===== src/rtl/trtd_pkg.sv =====
package trtd_pkg;

  localparam int CntW     = 32;
  localparam int IdW      = 8;
  localparam int NcW      = 9;
  localparam int CfgIdxW  = 2;
  localparam int CfgDataW = NcW;
  localparam int InDataW  = 136;
  localparam int OutDataW = 80;
  localparam int DivCntW  = $clog2(NcW);

  typedef enum logic [CfgIdxW-1:0] {
    CfgNodeId         = 2'd0,
    CfgNodeCount      = 2'd1,
    CfgControlChannel = 2'd2
  } cfg_idx_e;

  typedef enum logic {
    ReqReport = 1'b0,
    ReqToken  = 1'b1
  } req_type_e;

  // lowest bits first: sent_total, received_total, token counts, terminate
  typedef struct packed {
    logic [6:0]      pad;
    logic            token_terminate_in;
    logic [CntW-1:0] token_received_count;
    logic [CntW-1:0] token_sent_count;
    logic [CntW-1:0] received_total;
    logic [CntW-1:0] sent_total;
  } in_data_t;

  typedef struct packed {
    logic [4:0]      pad;
    logic            quit_now;
    logic            forward_on_control;
    logic            forward_terminate;
    logic [CntW-1:0] forward_received_count;
    logic [CntW-1:0] forward_sent_count;
    logic [IdW-1:0]  forward_dest;
  } out_data_t;

endpackage


===== src/rtl/token_ring_termination_detector_core.sv =====
// The result word is registered: it is valid the cycle after its input word is accepted.
// One word per cycle when neither side stalls; the result register frees whenever the
// master side takes. A write to node_id or node_count starts a remainder unit for the
// next-node address; the slave side is held off while it runs.
// Reset (rst_ni low, asynchronous): node 0 holding the token, ring of one, counts cleared.
module token_ring_termination_detector_core (
  input  logic                            clk_i,
  input  logic                            rst_ni,
  input  logic                            cfg_we_i,
  input  logic [trtd_pkg::CfgIdxW-1:0]    cfg_idx_i,
  input  logic [trtd_pkg::CfgDataW-1:0]   cfg_data_i,
  input  logic                            s_axis_tvalid,
  output logic                            s_axis_tready,
  // sent_total, received_total, token_sent_count, token_received_count,
  // token_terminate_in, zero pad
  input  logic [trtd_pkg::InDataW-1:0]    s_axis_tdata,
  // req_type
  input  logic                            s_axis_tuser,
  output logic                            m_axis_tvalid,
  input  logic                            m_axis_tready,
  // forward_dest, forward_sent_count, forward_received_count, forward_terminate,
  // forward_on_control, quit_now, zero pad
  output logic [trtd_pkg::OutDataW-1:0]   m_axis_tdata,
  // forward_valid
  output logic                            m_axis_tuser
);
  import trtd_pkg::*;

  logic [IdW-1:0]      node_id_q, node_id_d;
  logic [NcW-1:0]      node_count_q, node_count_d;
  logic                ctrl_ch_q;

  logic                div_busy_q;
  logic [DivCntW-1:0]  div_cnt_q;
  logic [NcW-1:0]      div_num_q;
  logic [NcW-1:0]      div_den_q;
  logic [NcW-1:0]      div_rem_q;
  logic [NcW:0]        div_sh;
  logic [NcW-1:0]      div_rem_d;
  logic [IdW-1:0]      dest_q;
  logic                div_start;

  logic [CntW-1:0]     held_sent_q, held_recv_q;
  logic                held_term_q;
  logic                holds_q;
  logic [CntW-1:0]     pend_sent_q, pend_recv_q;
  logic [CntW-1:0]     last_sent_q, last_recv_q;
  logic                quit_q;
  logic                started_q;

  logic                out_valid_q;
  out_data_t           out_data_q, out_data_d;
  logic                out_fwd_q, out_fwd_d;

  in_data_t            in_w;
  logic                in_acc;
  logic [CntW-1:0]     pend_sent_new, pend_recv_new;
  logic [CntW-1:0]     held_sent_new, held_recv_new;

  assign in_w          = in_data_t'(s_axis_tdata);
  assign s_axis_tready = !div_busy_q && (!out_valid_q || m_axis_tready);
  assign in_acc        = s_axis_tvalid && s_axis_tready;

  // configuration
  assign div_start = cfg_we_i && (cfg_idx_e'(cfg_idx_i) == CfgNodeId ||
                                  cfg_idx_e'(cfg_idx_i) == CfgNodeCount);

  always_comb begin
    node_id_d    = node_id_q;
    node_count_d = node_count_q;
    if (cfg_we_i) begin
      unique case (cfg_idx_e'(cfg_idx_i))
        CfgNodeId:    node_id_d    = cfg_data_i[IdW-1:0];
        CfgNodeCount: node_count_d = cfg_data_i;
        default: ;
      endcase
    end
  end

  always_ff @(posedge clk_i or negedge rst_ni) begin
    if (!rst_ni) begin
      node_id_q    <= '0;
      node_count_q <= NcW'(1);
      ctrl_ch_q    <= 1'b0;
    end else begin
      node_id_q    <= node_id_d;
      node_count_q <= node_count_d;
      if (cfg_we_i && cfg_idx_e'(cfg_idx_i) == CfgControlChannel) begin
        ctrl_ch_q <= cfg_data_i[0];
      end
    end
  end

  // restoring remainder: (node_id + 1) mod node_count, one bit per cycle
  always_comb begin
    div_sh    = {div_rem_q, div_num_q[NcW-1]};
    div_rem_d = div_sh[NcW-1:0];
    if (div_sh >= {1'b0, div_den_q}) begin
      div_rem_d = NcW'(div_sh - {1'b0, div_den_q});
    end
  end

  always_ff @(posedge clk_i or negedge rst_ni) begin
    if (!rst_ni) begin
      div_busy_q <= 1'b0;
      div_cnt_q  <= '0;
      dest_q     <= '0;
    end else if (div_start) begin
      div_busy_q <= 1'b1;
      div_cnt_q  <= '0;
    end else if (div_busy_q) begin
      div_cnt_q <= div_cnt_q + DivCntW'(1);
      if (div_cnt_q == DivCntW'(NcW - 1)) begin
        div_busy_q <= 1'b0;
        dest_q     <= div_rem_d[IdW-1:0];
      end
    end
  end

  always_ff @(posedge clk_i) begin
    if (div_start) begin
      div_num_q <= {1'b0, node_id_d} + NcW'(1);
      div_den_q <= (node_count_d == '0) ? NcW'(1) : node_count_d;
      div_rem_q <= '0;
    end else if (div_busy_q) begin
      div_num_q <= {div_num_q[NcW-2:0], 1'b0};
      div_rem_q <= div_rem_d;
    end
  end

  // token bookkeeping
  assign pend_sent_new = pend_sent_q + (in_w.sent_total - last_sent_q);
  assign pend_recv_new = pend_recv_q + (in_w.received_total - last_recv_q);
  assign held_sent_new = held_sent_q + pend_sent_new;
  assign held_recv_new = held_recv_q + pend_recv_new;

  always_comb begin
    out_data_d          = '0;
    out_fwd_d           = 1'b0;
    out_data_d.quit_now = quit_q;
    if (req_type_e'(s_axis_tuser) == ReqReport && !quit_q && holds_q) begin
      out_fwd_d                         = 1'b1;
      out_data_d.forward_dest           = dest_q;
      out_data_d.forward_sent_count     = held_sent_new;
      out_data_d.forward_received_count = held_recv_new;
      out_data_d.forward_terminate      = held_term_q;
      out_data_d.forward_on_control     = ctrl_ch_q;
      out_data_d.quit_now               = held_term_q;
    end
  end

  always_ff @(posedge clk_i or negedge rst_ni) begin
    if (!rst_ni) begin
      held_sent_q <= '0;
      held_recv_q <= '0;
      held_term_q <= 1'b0;
      holds_q     <= 1'b1;
      pend_sent_q <= '0;
      pend_recv_q <= '0;
      last_sent_q <= '0;
      last_recv_q <= '0;
      quit_q      <= 1'b0;
      started_q   <= 1'b0;
    end else begin
      if (cfg_we_i && cfg_idx_e'(cfg_idx_i) == CfgNodeId && !started_q) begin
        holds_q <= (cfg_data_i[IdW-1:0] == '0);
      end
      if (in_acc) begin
        started_q <= 1'b1;
        if (req_type_e'(s_axis_tuser) == ReqToken) begin
          held_term_q <= in_w.token_terminate_in ||
                         (held_sent_q == in_w.token_sent_count &&
                          held_recv_q == in_w.token_received_count &&
                          in_w.token_sent_count == in_w.token_received_count);
          held_sent_q <= in_w.token_sent_count;
          held_recv_q <= in_w.token_received_count;
          holds_q     <= 1'b1;
        end else if (!quit_q) begin
          last_sent_q <= in_w.sent_total;
          last_recv_q <= in_w.received_total;
          if (holds_q) begin
            held_sent_q <= held_sent_new;
            held_recv_q <= held_recv_new;
            pend_sent_q <= '0;
            pend_recv_q <= '0;
            quit_q      <= held_term_q;
            holds_q     <= 1'b0;
          end else begin
            pend_sent_q <= pend_sent_new;
            pend_recv_q <= pend_recv_new;
          end
        end
      end
    end
  end

  // result register
  always_ff @(posedge clk_i or negedge rst_ni) begin
    if (!rst_ni) begin
      out_valid_q <= 1'b0;
    end else if (in_acc) begin
      out_valid_q <= 1'b1;
    end else if (m_axis_tready) begin
      out_valid_q <= 1'b0;
    end
  end

  always_ff @(posedge clk_i) begin
    if (in_acc) begin
      out_data_q <= out_data_d;
      out_fwd_q  <= out_fwd_d;
    end
  end

  assign m_axis_tvalid = out_valid_q;
  assign m_axis_tdata  = OutDataW'(out_data_q);
  assign m_axis_tuser  = out_fwd_q;

  a_no_fwd_zero: assert property (@(posedge clk_i) disable iff (!rst_ni)
    m_axis_tvalid && !m_axis_tuser |-> m_axis_tdata[OutDataW-7:0] == '0)
    else $error("non-forward word carries forward fields");

  a_quit_sticky: assert property (@(posedge clk_i) disable iff (!rst_ni)
    quit_q |=> quit_q)
    else $error("quit dropped");

  a_div_stall: assert property (@(posedge clk_i) disable iff (!rst_ni)
    div_busy_q |-> !s_axis_tready)
    else $error("word accepted while next-node address is being computed");

  a_fwd_releases: assert property (@(posedge clk_i) disable iff (!rst_ni)
    in_acc && out_fwd_d |=> !holds_q && m_axis_tuser)
    else $error("forward did not release the token");

endmodule


===== config.mk =====
export PLATFORM = sky130hd
export DESIGN_NAME = token_ring_termination_detector_core
export DESIGN_NICKNAME = d
export VERILOG_FILES = /design/src/rtl/trtd_pkg.sv /design/src/rtl/token_ring_termination_detector_core.sv
export SDC_FILE = /design/constraint.sdc
export NUM_CORES = 1
export LEC_CHECK = 0
export ABC_AREA = 1
export BUFFER_PORTS_ARGS = -buffer_cell sky130_fd_sc_hd__buf_2
export CAP_MARGIN = 5
export CORE_AREA = 4 4 316 318
export DETAILED_ROUTE_END_ITERATION = 16
export DIE_AREA = 0 0 320 322
export PLACE_DENSITY = 0.48
export REMOVE_ABC_BUFFERS = 1
export SYNTH_ARGS = -nofsm -noshare
export SYNTH_HDL_FRONTEND = slang
export SYNTH_SLANG_ARGS = --single-unit

===== constraint.sdc =====
create_clock -name clk_i -period 8.35 [get_ports clk_i]
set_input_delay 1.67 -clock clk_i [delete_from_list [all_inputs] [get_ports clk_i]]
set_output_delay 1.67 -clock clk_i [all_outputs]
set_load 0.05 [all_outputs]

==> flow_metrics.py, run 1 <==
metrics = {
    "outcome": {
        "status": "completed",
    },
    "sta": {
        "hold_viol": 0,
        "grt_setup_unrepaired": "no",
        "timing.slew.headroom_pct": 31.96,
        "finClkSkew_ns": 0.02139,
        "fin_crit_ns": 5.765,
        "setup_tns_ns": 0,
        "fmax_mhz": 173.5,
        "period_share_pct": 69.04,
        "maxSlewViolCount": 0,
        "max_slew.worst_pin.slew_ns": 1.021,
        "worst_slack_ns": 2.585,
        "finalSetupViolCount": 0,
        "hold_ws_ns": 0.4771,
    },
    "finish": {
        "instances_no_fill": 4605,
        "area_growth_syn_to_layout_pct": 16.23,
        "fin_nets": 3656,
        "final_area_um2": 27970,
        "drive_above_1_share_pct": 12.33,
    },
    "setup_path": {
        "start_kind": "input pin",
        "regToRegSetupSlack_ns": 3.48,
        "crit_required_ns": 8.69,
        "r2r_start": "pend_sent_q[3]",
        "critical_path_class": "input pin to flip-flop",
        "worst-path-max-fanout": 5,
        "cp_data_arrival_time_ns": 6.11,
        "crit_path_end_kind": "flip-flop",
        "reg2regPathDepth": 22,
        "reg2reg_to": "m_axis_tdata[31]",
    },
    "pwr": {
        "p_per_area_nw_per_um2": 308.3,
        "vdd_drop_max_mv": 0.1169,
        "leakage_nw": 13.12,
    },
    "grt": {
        "overflow": 0,
        "antenna_found_initial": 15,
        "gr-max-usage-layer": "met2",
        "grt_use_met2_pct": 26.87,
        "grt_max_degree": 104,
        "grt_pass1_vias": 20860,
        "grt_use_met3_pct": 2.375,
        "grt_pass1_wl_um": 128100,
        "track_usage_pct": 16.19,
        "use_met1_pct": 22.29,
    },
    "synthesis": {
        "synth_ff_type": "dfrtp_1",
        "synth_adder_area_share_pct": 13.00,
        "syn_area_um2": 24060,
        "yosysWarnings": 0,
        "synth_area_per_cell_um2": 7.811,
        "yosys.area_share.simple_pct": 20.84,
        "yosysSeqAreaShare_pct": 36.20,
        "syn_inst": 3081,
        "synthArstFlopShare_pct": 68.88,
        "yosys.area.top_type_share_pct": 23.50,
        "synth.area.top_cells": "dfrtp_1 24%, edfxtp_1 12%, nand2_1 9.1%, ha_1 7.6%, inv_1 7.5%",
        "synth.largest_area_cell": "dfrtp_1",
        "ys_seq_elements": 331,
        "synth.most_common_cell": "nand2_1",
        "synth.area.mux_share_pct": 0.6031,
        "synth_compound_area_share_pct": 14.54,
        "synth_commonest_cells": "586 x nand2_1, 479 x inv_1, 318 x nor2_1",
        "synth-edff-count": 94,
        "synth_top_family_by_area": "simple AND/OR/NAND/NOR gates",
        "synth.distinct_cells": 67,
        "synth_xor_area_share_pct": 5.761,
    },
    "routing": {
        "drt_wl_total_um": 84240,
        "dr.pass1.iters": 5,
        "via_per_inst": 4.554,
        "wl_per_cell_um": 18.29,
        "vias": 20970,
        "drc": 0,
        "drtIter0Drc": 1181,
        "ant_nets": 0,
    },
    "floorplanning": {
        "ios": 236,
        "initial_core_util_pct": 24.92,
        "fp-row-count": 114,
        "dieArea_um2": 103000,
        "core_um2": 96570,
        "dieWidth_um": 320,
        "die_y_um": 322,
    },
    "placed_design": {
        "placed_cell_area_um2": 26580,
        "place_inst": 4524,
        "gp_congestion": 0.9018,
        "dp_hpwl_um": 66780,
        "place_worst_setup_slack_ns": 2.129,
        "portBuffers": 223,
    },
    "worst_hold_path": {
        "whs_path_depth": 2,
        "hp-start": "div_rem_q[8]",
        "hp-class": "flip-flop to flip-flop",
        "min_to": "div_rem_q[8]",
    },
    "clock_network": {
        "post_cts_resized": 0,
        "post_cts_buffers": 0,
        "clk_pin_slew_ns": 0.07,
        "ctsHtreeMaxLevel": 2,
        "cts_root_buffer": "clkbuf_16",
        "hold_buffers": 0,
        "cts_tree": "yes",
        "cts_made_buffers": 42,
        "numClockSinks": 331,
        "worst_skew_pair.late_latency_ns": 0.59,
        "clk_path_buf_depth": 3,
    },
    "flow_run": {
        "drv_cap": 0,
    },
}
## cells in the final DEF, fill, tap and decap left out, types with 14 or more instances in the layout
master	n
edfxtp_1	94
inv_1	478
o21ai_0	197
fa_1	65
o21ai_2	14
xor2_1	60
nand2_1	586
nor2_1	318
a31oi_1	15
buf_2	221
a21oi_1	287
nor4_1	16
o22ai_1	20
nand3_1	101
o21ai_1	29
xnor2_1	89
dfrtp_1	226
nand2_2	21
nor3_1	28
ha_1	146
clkbuf_16	43
nand4_1	39
## logic make-up after synthesis
group | after synthesis
buffers and inverters | 563
other | 1
adder cells (fa/ha/maj) | 211
multiplexers | 13
AO/OA/AOI/OAI | 633
XOR/XNOR | 154
AND/OR/NAND/NOR | 1175
flip-flops | 331
## metrics by stage
stage	util (%)	power, W
finish	28.97	0.008625
floorplan	-	0.005451
CTS	28.96	0.008682
global placement	27.53	0.006725
global route	28.96	0.009351
detailed placement	27.53	0.006730
## worst max-delay path, stage by stage
cell	delay (ns)
buf_2	0.08
inv_1	0.09
fa_1	0.54
inv_1	0.06
fa_1	0.46
nand3_1	0.12
nand2_2	0.10
a21boi_4	0.21
o21ai_2	0.09
nand2_1	0.09
nand2_2	0.07
xnor2_1	0.36
inv_1	0.09
ha_1	0.34
a21oi_1	0.29
o21ai_0	0.18
a21oi_1	0.15
nand2_1	0.19
nand3_1	0.13
nand2_1	0.09
xor2_1	0.21
nand2_1	0.11
nor2_1	0.37
## power by group
part	total [W]	internal [W]	switching (W)
logic	0.00445	0.00147	0.00298
registers	0.00228	0.00202	0.000267
clock network	0.00189	0.00111	0.000777
## layout make-up
| type | count | area, µm² |
|---|---|---|
| fillers | 10570 | 68590 |
| multi-input cells | 2191 | 13210 |
| flip-flops and latches | 331 | 8711 |
| inverters | 491 | 1848 |
| well taps | 1276 | 1597 |
| repair buffers | 235 | 1219 |
| clock buffers | 56 | 1135 |
| clock inverters | 21 | 242.7 |
| diodes | 4 | 10.01 |
## state kept, by name, indices dropped and copies added (netlist names)
name           count
m_axis_tdata      75
held_sent_q       32
node_id_q          8
div_rem_q          9
held_term_q        1
pend_recv_q       32
quit_q             1
m_axis_tuser       1
started_q          1
last_sent_q       32
pend_sent_q       32
div_den_q          9
div_cnt_q          4
dest_q             8
held_recv_q       32
node_count_q       9
div_busy_q         1
holds_q            1
m_axis_tvalid      1
div_num_q          9
last_recv_q       32
ctrl_ch_q          1
## worst max-delay path by stage
stage                          startpoint  slack (ns)                to
after floorplan             m_axis_tready        1.20    held_recv_q[0]
after global placement    s_axis_tdata[3]        2.09  m_axis_tdata[31]
after detailed placement  s_axis_tdata[3]        2.13  m_axis_tdata[31]
after CTS                 s_axis_tdata[3]        2.71  m_axis_tdata[31]
after global routing      s_axis_tdata[3]        2.30  m_axis_tdata[31]
final                     s_axis_tdata[1]        2.59  m_axis_tdata[31]
## metal layers
| layer | up-vias | share of wire, % |
|---|---|---|
| li1 | 10450 | - |
| met1 | 9943 | 46 |
| met2 | 476 | 46 |
| met3 | 97 | 5.0 |
| met4 | 4 | 2.4 |
| met5 | - | 0.036 |
Power figures use the tool's default switching activity.
==> inputs of run 2 (changes only) <==
Clock period 8.35 ns to 5.45 ns, I/O delays scaled along.
==> run 2 against run 1 <==
Compared with the run above: non-clock buffer count is 60 higher; wire length hardly changed; global-route usage is 0.14 points lower; critical path type unchanged.
==> flow_metrics.py, run 2 (synthesis gave the netlist of run 1 again) <==
metrics = {
    "outcome": {
        "status": "completed",
    },
    "clock_network": {
        "cts_tree": "yes",
        "worst_skew_pair.late_latency_ns": 0.59,
        "ctsHtreeMaxLevel": 2,
        "clk_pin_slew_ns": 0.06,
        "post_cts_buffers": 0,
        "clk_path_buf_depth": 3,
        "cts_root_buffer": "clkbuf_16",
        "cts_made_buffers": 43,
        "hold_buffers": 0,
        "numClockSinks": 331,
        "post_cts_resized": 0,
    },
    "routing": {
        "vias": 20980,
        "wl_per_cell_um": 18.03,
        "drc": 0,
        "ant_nets": 0,
        "drtIter0Drc": 1267,
        "dr.pass1.iters": 5,
        "drt_wl_total_um": 84220,
        "via_per_inst": 4.491,
    },
    "pwr": {
        "power_switching_w": 0.006199,
        "vdd_drop_max_mv": 0.1870,
        "seqPwrFrac_pct": 25.9,
        "swShare_pct": 45.96,
        "p_comb_share_pct": 52.7,
        "pwr-share-clk_pct": 21.4,
        "p_per_area_nw_per_um2": 473.6,
        "power.internal_w": 0.007289,
        "leakage_nw": 13.42,
        "p_total_w": 0.01349,
    },
    "sta": {
        "grt_setup_unrepaired": "no",
        "hold_viol": 0,
        "fmax_mhz": 207.6,
        "setup_tns_ns": 0,
        "timing.slew.headroom_pct": 31.40,
        "period_share_pct": 88.41,
        "max_slew.worst_pin.slew_ns": 1.029,
        "fin_crit_ns": 4.818,
        "maxSlewViolCount": 0,
        "hold_ws_ns": 0.4444,
        "finalSetupViolCount": 0,
        "finClkSkew_ns": 0.02893,
        "worst_slack_ns": 0.6319,
    },
    "finish": {
        "area_growth_syn_to_layout_pct": 18.35,
        "fin_util_pct": 29.49,
        "num-fill-cells": 10530,
        "final_cell_mix": "586 x nand2_1, 478 x inv_1, 318 x nor2_1",
        "fin_nets": 3717,
        "final_common_cell": "nand2_1",
        "drive_above_1_share_pct": 14.18,
        "largest_reg_flops": 75,
    },
    "floorplanning": {
        "ios": 236,
        "dieWidth_um": 320,
        "fp-row-count": 114,
        "initial_core_util_pct": 24.92,
        "die_y_um": 322,
        "core_um2": 96570,
        "dieArea_um2": 103000,
    },
    "setup_path": {
        "reg2regPathDepth": 21,
        "worst-path-max-fanout": 6,
        "reg2reg_to": "m_axis_tdata[64]",
        "crit_path_end_kind": "flip-flop",
        "regToRegSetupSlack_ns": 0.95,
        "start_kind": "input pin",
        "r2r_start": "last_recv_q[14]",
        "setup.worst_path.start": "s_axis_tdata[35]",
        "crit_required_ns": 5.73,
        "cp_data_arrival_time_ns": 5.10,
        "critical_path_class": "input pin to flip-flop",
    },
    "worst_hold_path": {
        "hp-class": "input pin to asynchronous set/reset pin",
    },
    "placed_design": {
        "portBuffers": 223,
        "gp_congestion": 0.9145,
        "dp_hpwl_um": 66930,
        "place_worst_setup_slack_ns": 0.07934,
    },
    "flow_run": {
        "drv_cap": 0,
    },
    "grt": {
        "grt_pass1_vias": 20920,
        "overflow": 0,
        "grt_max_degree": 89,
        "track_usage_pct": 16.06,
        "grt_pass1_wl_um": 126600,
        "antenna_found_initial": 17,
    },
}
[run 2: changes by cell type in the layout (fill, tap and decap cells not counted), sizes merged]
cell      before  now
diode          4   10
buf          235  295
clkbuf        56   45
clkinvlp       2    8
clkinv        13   19
[run 2: power by group through the flow]
stage	registers [W]	clock network [W]	logic, W
2_1_floorplan	0.00369	0	0.00467
3_3_place_gp	0.00353	0	0.00706
3_5_place_dp	0.00354	0	0.00706
4_1_cts	0.00350	0.00300	0.00710
5_1_grt	0.00356	0.00308	0.00797
6_report	0.00350	0.00289	0.00710
[run 2: worst max-delay path, stage by stage]
cell and delay [ns]:
buf_2 0.11, inv_1 0.07, fa_1 0.54, inv_1 0.05
ha_1 0.34, a21oi_1 0.24, nand2_1 0.14, buf_4 0.17
a31oi_1 0.23, or2_1 0.17, nand3b_1 0.09, and2_1 0.19
ha_1 0.37, a21oi_1 0.22, o21ai_0 0.18, a21oi_1 0.26
nor2_1 0.09, nor3_1 0.21, nand3_1 0.11, nand3_1 0.15
nor2_1 0.05
[run 2: layout make-up]
| type | count | area, µm² | area share [%] |
|---|---|---|---|
| repair buffers | 295 | 1682 | 5.904 |
| multi-input cells | 2191 | 13210 | 46.38 |
| clock buffers | 45 | 1094 | 3.840 |
| inverters | 491 | 1848 | 6.489 |
| diodes | 10 | 25.02 | 0.08786 |
| flip-flops and latches | 331 | 8711 | 30.58 |
| clock inverters | 33 | 316.6 | 1.111 |
| well taps | 1276 | 1597 | 5.606 |
[run 2: routing by layer]
metal	global-route usage [%]	vias to the layer above	wire, µm
met5	0	-	14
met4	4.997	2	2212
met3	2.287	105	3602
met2	26.47	403	39210
met1	21.81	9886	39180
li1	-	10590	-
[run 2: worst max path at each step]
stage                  endpoint  slack [ns]
2_1_floorplan    held_recv_q[0]       -1.12
3_3_place_gp   m_axis_tdata[66]        0.09
3_5_place_dp   m_axis_tdata[69]        0.08
4_1_cts        m_axis_tdata[69]        0.68
5_1_grt        m_axis_tdata[39]        0.26
6_report       m_axis_tdata[69]        0.63
[run 2: through the flow]
stage | instance area [µm²] | cells
floorplan | 23750 | 3013
global placement | 27050 | 4584
detailed placement | 27050 | 4584
CTS | 28460 | 4662
global route | 28480 | 4670
finish | 28480 | 4672
